===== config.mk =====
export PLATFORM = sky130hd
export DESIGN_NAME = teq_ram
export DESIGN_NICKNAME = d
export VERILOG_FILES = /design/src/hw/rtl/teq_ram.sv
export SDC_FILE = /design/constraint.sdc
export NUM_CORES = 2
export LEC_CHECK = 0
export BUFFER_PORTS_ARGS = -buffer_cell sky130_fd_sc_hd__buf_4
export CAP_MARGIN = 20
export CORE_ASPECT_RATIO = 1.5
export CORE_MARGIN = 4
export CORE_UTILIZATION = 49
export DETAILED_ROUTE_END_ITERATION = 16
export GPL_TIMING_DRIVEN = 0
export MAX_ROUTING_LAYER = met4
export SYNTH_ARGS = -nofsm -noshare
export SYNTH_HDL_FRONTEND = slang
export SYNTH_SLANG_ARGS = --single-unit
export TNS_END_PERCENT = 20

===== constraint.sdc =====
create_clock -name clock -period 8.1 [get_ports clock]
set_input_delay 0.81 -clock clock [delete_from_list [all_inputs] [get_ports clock]]
set_output_delay 0.81 -clock clock [all_outputs]
set_load 0.02 [all_outputs]

===== src/hw/rtl/teq_ram.sv =====
`default_nettype none
// ----------------------------------------------------------------------------
// Generic single-port-write, single-port-read RAM
// One write and one read per cycle; read data is registered.
// ----------------------------------------------------------------------------
module teq_ram #(
   parameter int WIDTH = 32,
   parameter int DEPTH = 64
) (
   input  wire logic                     clock,
   input  wire logic                     wr_en,
   input  wire logic [$clog2(DEPTH)-1:0] wr_addr,
   input  wire logic [WIDTH-1:0]         wr_data,
   input  wire logic [$clog2(DEPTH)-1:0] rd_addr,
   output      logic [WIDTH-1:0]         rd_data
);

   logic [WIDTH-1:0] mem [DEPTH];
   logic [WIDTH-1:0] rd_data_ff;

   // Write port and registered read port.
   always_ff @(posedge clock) begin
      if (wr_en) begin
         mem[wr_addr] <= wr_data;
      end
      rd_data_ff <= mem[rd_addr];
   end

   assign rd_data = rd_data_ff;

endmodule
`default_nettype wire

* Yosys cells after proc, flatten, opt, wreduce, memory -nomap -nowiden *
Memories as Yosys holds them, arrays and structs flattened. A register that Yosys moved wholly into a read port is not among the register bits.
Index checks and enable logic that the tools add are counted.

cells by class
  mux-type cells = 2

operator list
  operator           count
  1-bit two-way mux  2

storage, ports and cells
  bits in registers = 0
  bits in writable memories = 2048
  input bits = 46
  output and inout bits = 32
  logic and storage cells = 3
  memories kept = 1

memories
  name  words  bits a word  read ports  clocked after memory_dff  write ports  line  RTL
  mem   64     32           1           1                         1            18    logic [WIDTH-1:0] mem [DEPTH];

* Longest topological paths before layout *
  depth in word-level cells = 2
  depth in mapped cells = 10
  mapped depth without buffers = 5

* Least setup slack after synthesis *
Ideal clock, no wire load.

  kind = input to register
  start point = input port wr_addr[3]
  end point = memory mem[48][0] (enable)
  setup time = 0.461 ns
  arrival time = 3.509 ns
  data required time = 7.639 ns
  slack = 4.130 ns
  stages = 4
  buffers on the path = 1
  cells stage by stage = clkbuf_1 -> nor2b_1 -> nand4b_1 -> nor3_1

RTL lines
  item             line  RTL
  start, declared  12    input wire logic [$clog2(DEPTH)-1:0] wr_addr,
  end, declared    18

No word-level cell before the write port.

==> results_dict.tcl <==
set metrics [dict create \
    outcome "finished clean" \
    syn_area_mm2 0.0785 \
    path_max_fanout 10 \
    grt_pass1_wl_mm 322 \
    vias 38600 \
    preCtsSetupSlack_ns 3.02 \
    vdd_drop_max_uv 162 \
    core_region_area_mm2 0.159 \
    worstHoldPathCells 1 \
    syn_inst 3324 \
    mostFrequentLayoutCell "edfxtp_1" \
    yosys_warnings 0 \
    hold_buffers 0 \
    min_period_ns 4.50 \
    finalPower_w 0.0221 \
    crit_type "input port to flop" \
    cpPeakStageDelay_ns 0.88 \
    syn_avg_cell_area_um2 23.6 \
    worst-path-stages 9 \
    drtAntennaViolNets 0 \
    max_freq_mhz 222 \
    row_count 179 \
    cts_sinks 2080 \
    period_share_pct 55.5 \
    setup_tns_ns 0 \
    synth_fp_nets 3370 \
    cap_violations 0 \
    worstSkewPairLatency_ns 0.82 \
    cp_common_cell "buf_2" \
    nets 3719 \
    startpoint "rd_addr[1]" \
    fillers 11600 \
    cp_top_family "buffers and inverters" \
    critical-path-slowest-cell "buf_1" \
    io_pins 78 \
    numCtsBuffers 183 \
    grt-ovfl-total 0 \
    slew_headroom_pct 16.9 \
    layout_common_cells "2048 x edfxtp_1, 544 x mux4_2, 190 x clkbuf_16" \
    drcViolationCount 0 \
    viasPerCell 6.51 \
    worstPathCellList "buf_2 > buf_2 > buf_2 > buf_1 > nand3b_1 > o221ai_1 > a21oi_1 > a21oi_1 > nor2_1" \
    drtIter0Drc 5835 \
    cts_tree "done" \
    worst_pin_slew_ns 1.25 \
    hold_start "wr_data[28]" \
    root_buffer "clkbuf_16" \
    rsz0062_at_grt "no" \
    crit_path_end_kind "flop" \
    ys_seq_elements 2080 \
    holdCritPathClass "input port to flop" \
    die_area_mm2 0.167 \
    worstPathRequired_ns 8.75 \
    grtUsageTotal_pct 29.7 \
    cts_setup_buffers 0 \
    power_density_mw_per_mm2 245 \
    crit_buf_inv 4 \
    path_clk_slew_ns 0.06 \
    finalHoldViolCount 0 \
    ctsResizeCount 0 \
    cp_data_arrival_time_ns 5.14 \
    die_h_um 498 \
    dp_hpwl_mm 157 \
    setup_ws_ns 3.60 \
    critPathLaunchType "input port" \
    fin_skew_ns 0.0228 \
    portBuffers 69 \
    wl_mm 240 \
    slew_violations 0 \
    drive_gt1_share_pct 29.4 \
    die_w_um 335 \
    globalplace.congestion 0.951 \
    htreeDepth 4 \
    post_drt_wl_per_cell_um 40.4 \
    start_util_pct 49.4 \
    synth.distinct_cells 34 \
    finalSetupViolations 0 \
    rr_worst_depth 4 \
    first_pass_iters 6 \
    p_leak_nw 27.8 \
    grt_max_degree 65 \
    ys_seq_area_share_pct 79.1 \
    r2r_start "mem[3][16]" \
    antenna_found_initial 22 \
    grt_pass1_vias 38800 \
    syn_to_final_growth_pct 14.4 \
    clock_path_buffers 3 \
]
-- cells in the mapped netlist --
| cell type | number | area [um2] |
|---|---|---|
| edfxtp_1 | 2048 | 61500 |
| mux4_2 | 544 | 12300 |
| nor2_1 | 137 | 514 |
| mux2i_1 | 93 | 931 |
| o22ai_1 | 84 | 526 |
| clkbuf_1 | 74 | 278 |
| a21oi_1 | 62 | 310 |
| buf_2 | 57 | 285 |
| dfxtp_1 | 32 | 641 |
| o221ai_1 | 27 | 236 |
| nand2_1 | 26 | 97.6 |
| buf_4 | 25 | 188 |
| buf_1 | 21 | 78.8 |
| nor2b_1 | 15 | 93.8 |
| a22oi_1 | 12 | 90.1 |
| a311oi_1 | 8 | 70.1 |
| nand2b_1 | 8 | 50.1 |
| nor3_1 | 7 | 35.0 |
| buf_6 | 5 | 56.3 |
| nand3_1 | 5 | 25.0 |
| nand3b_1 | 5 | 37.5 |
| a41o_1 | 4 | 40.0 |
| and3_1 | 4 | 25.0 |
| o32ai_1 | 4 | 35.0 |
| or3_1 | 3 | 18.8 |
| or3b_2 | 3 | 26.3 |
| and2_1 | 2 | 12.5 |
| nand4_1 | 2 | 12.5 |
| or3b_1 | 2 | 17.5 |
| a31oi_1 | 1 | 6.26 |
| nand4b_1 | 1 | 8.76 |
| or2_0 | 1 | 6.26 |
| or2_1 | 1 | 6.26 |
| or2_2 | 1 | 6.26 |
-- layout make-up --
cell class / count / area [um2] / area share, %
clock inverters: 103 / 977 / 1.09
repair buffers: 164 / 2230 / 2.48
diodes: 16 / 40.0 / 0.0446
multi-input cells: 1062 / 16000 / 17.8
plain buffers: 182 / 888 / 0.989
clock buffers: 241 / 5010 / 5.58
well taps: 2081 / 2600 / 2.90
flip-flops and latches: 2080 / 62100 / 69.2
-- stage by stage --
stage / util [%] / cells / cell area, um2 / hold WS (ns)
3_5_place_dp: 52.7 / 5566 / 83800 / 1.08
6_report: 56.5 / 5929 / 89900 / 0.534
2_1_floorplan: - / 3324 / 78500 / 0.663
3_3_place_gp: 51.3 / 5474 / 81600 / 1.07
4_1_cts: 56.5 / 5910 / 89800 / 0.496
5_1_grt: 56.5 / 5925 / 89800 / 0.522
-- worst paths after layout --
check	to	slack, ns
worst min register to register	rd_data[20]	1.13
worst max-delay path	rd_data[9]	3.60
worst max register to register	rd_data[16]	5.39
worst min-delay path	mem[15][28]	0.53
-- logic make-up (layout without fill, tap and decap cells) --
kind of cell    after synthesis  count (layout)  synth area share (%)
buf+inv                     182             690                  1.13
flops                      2080            2080                  79.1
compound gates              202             202                  1.67
mux                         637             637                  16.8
other cells                   0              16                     0
simple gates                223             223                  1.27
-- power by group --
| part | total, W | switching [W] | internal, W |
|---|---|---|---|
| registers | 0.0119 | 0.0000237 | 0.0119 |
| clock network | 0.00879 | 0.00388 | 0.00491 |
| logic | 0.00133 | 0.000899 | 0.000431 |
-- sequential cells by signal (all words and copies together), names as in the netlist --
signal,flops
mem,2048
rd_data,32
-- per-layer routing --
metal	wire length [um]	global-route usage, %	vias up	share of wire (%)
met2	121000	48.3	2265	50
met5	0	-	-	0
met4	16900	16.6	0	7.0
met3	22500	6.39	494	9.4
li1	-	-	15000	-
met1	79300	34.7	20900	33
Note: power is estimated with default switching activity, not from simulation.
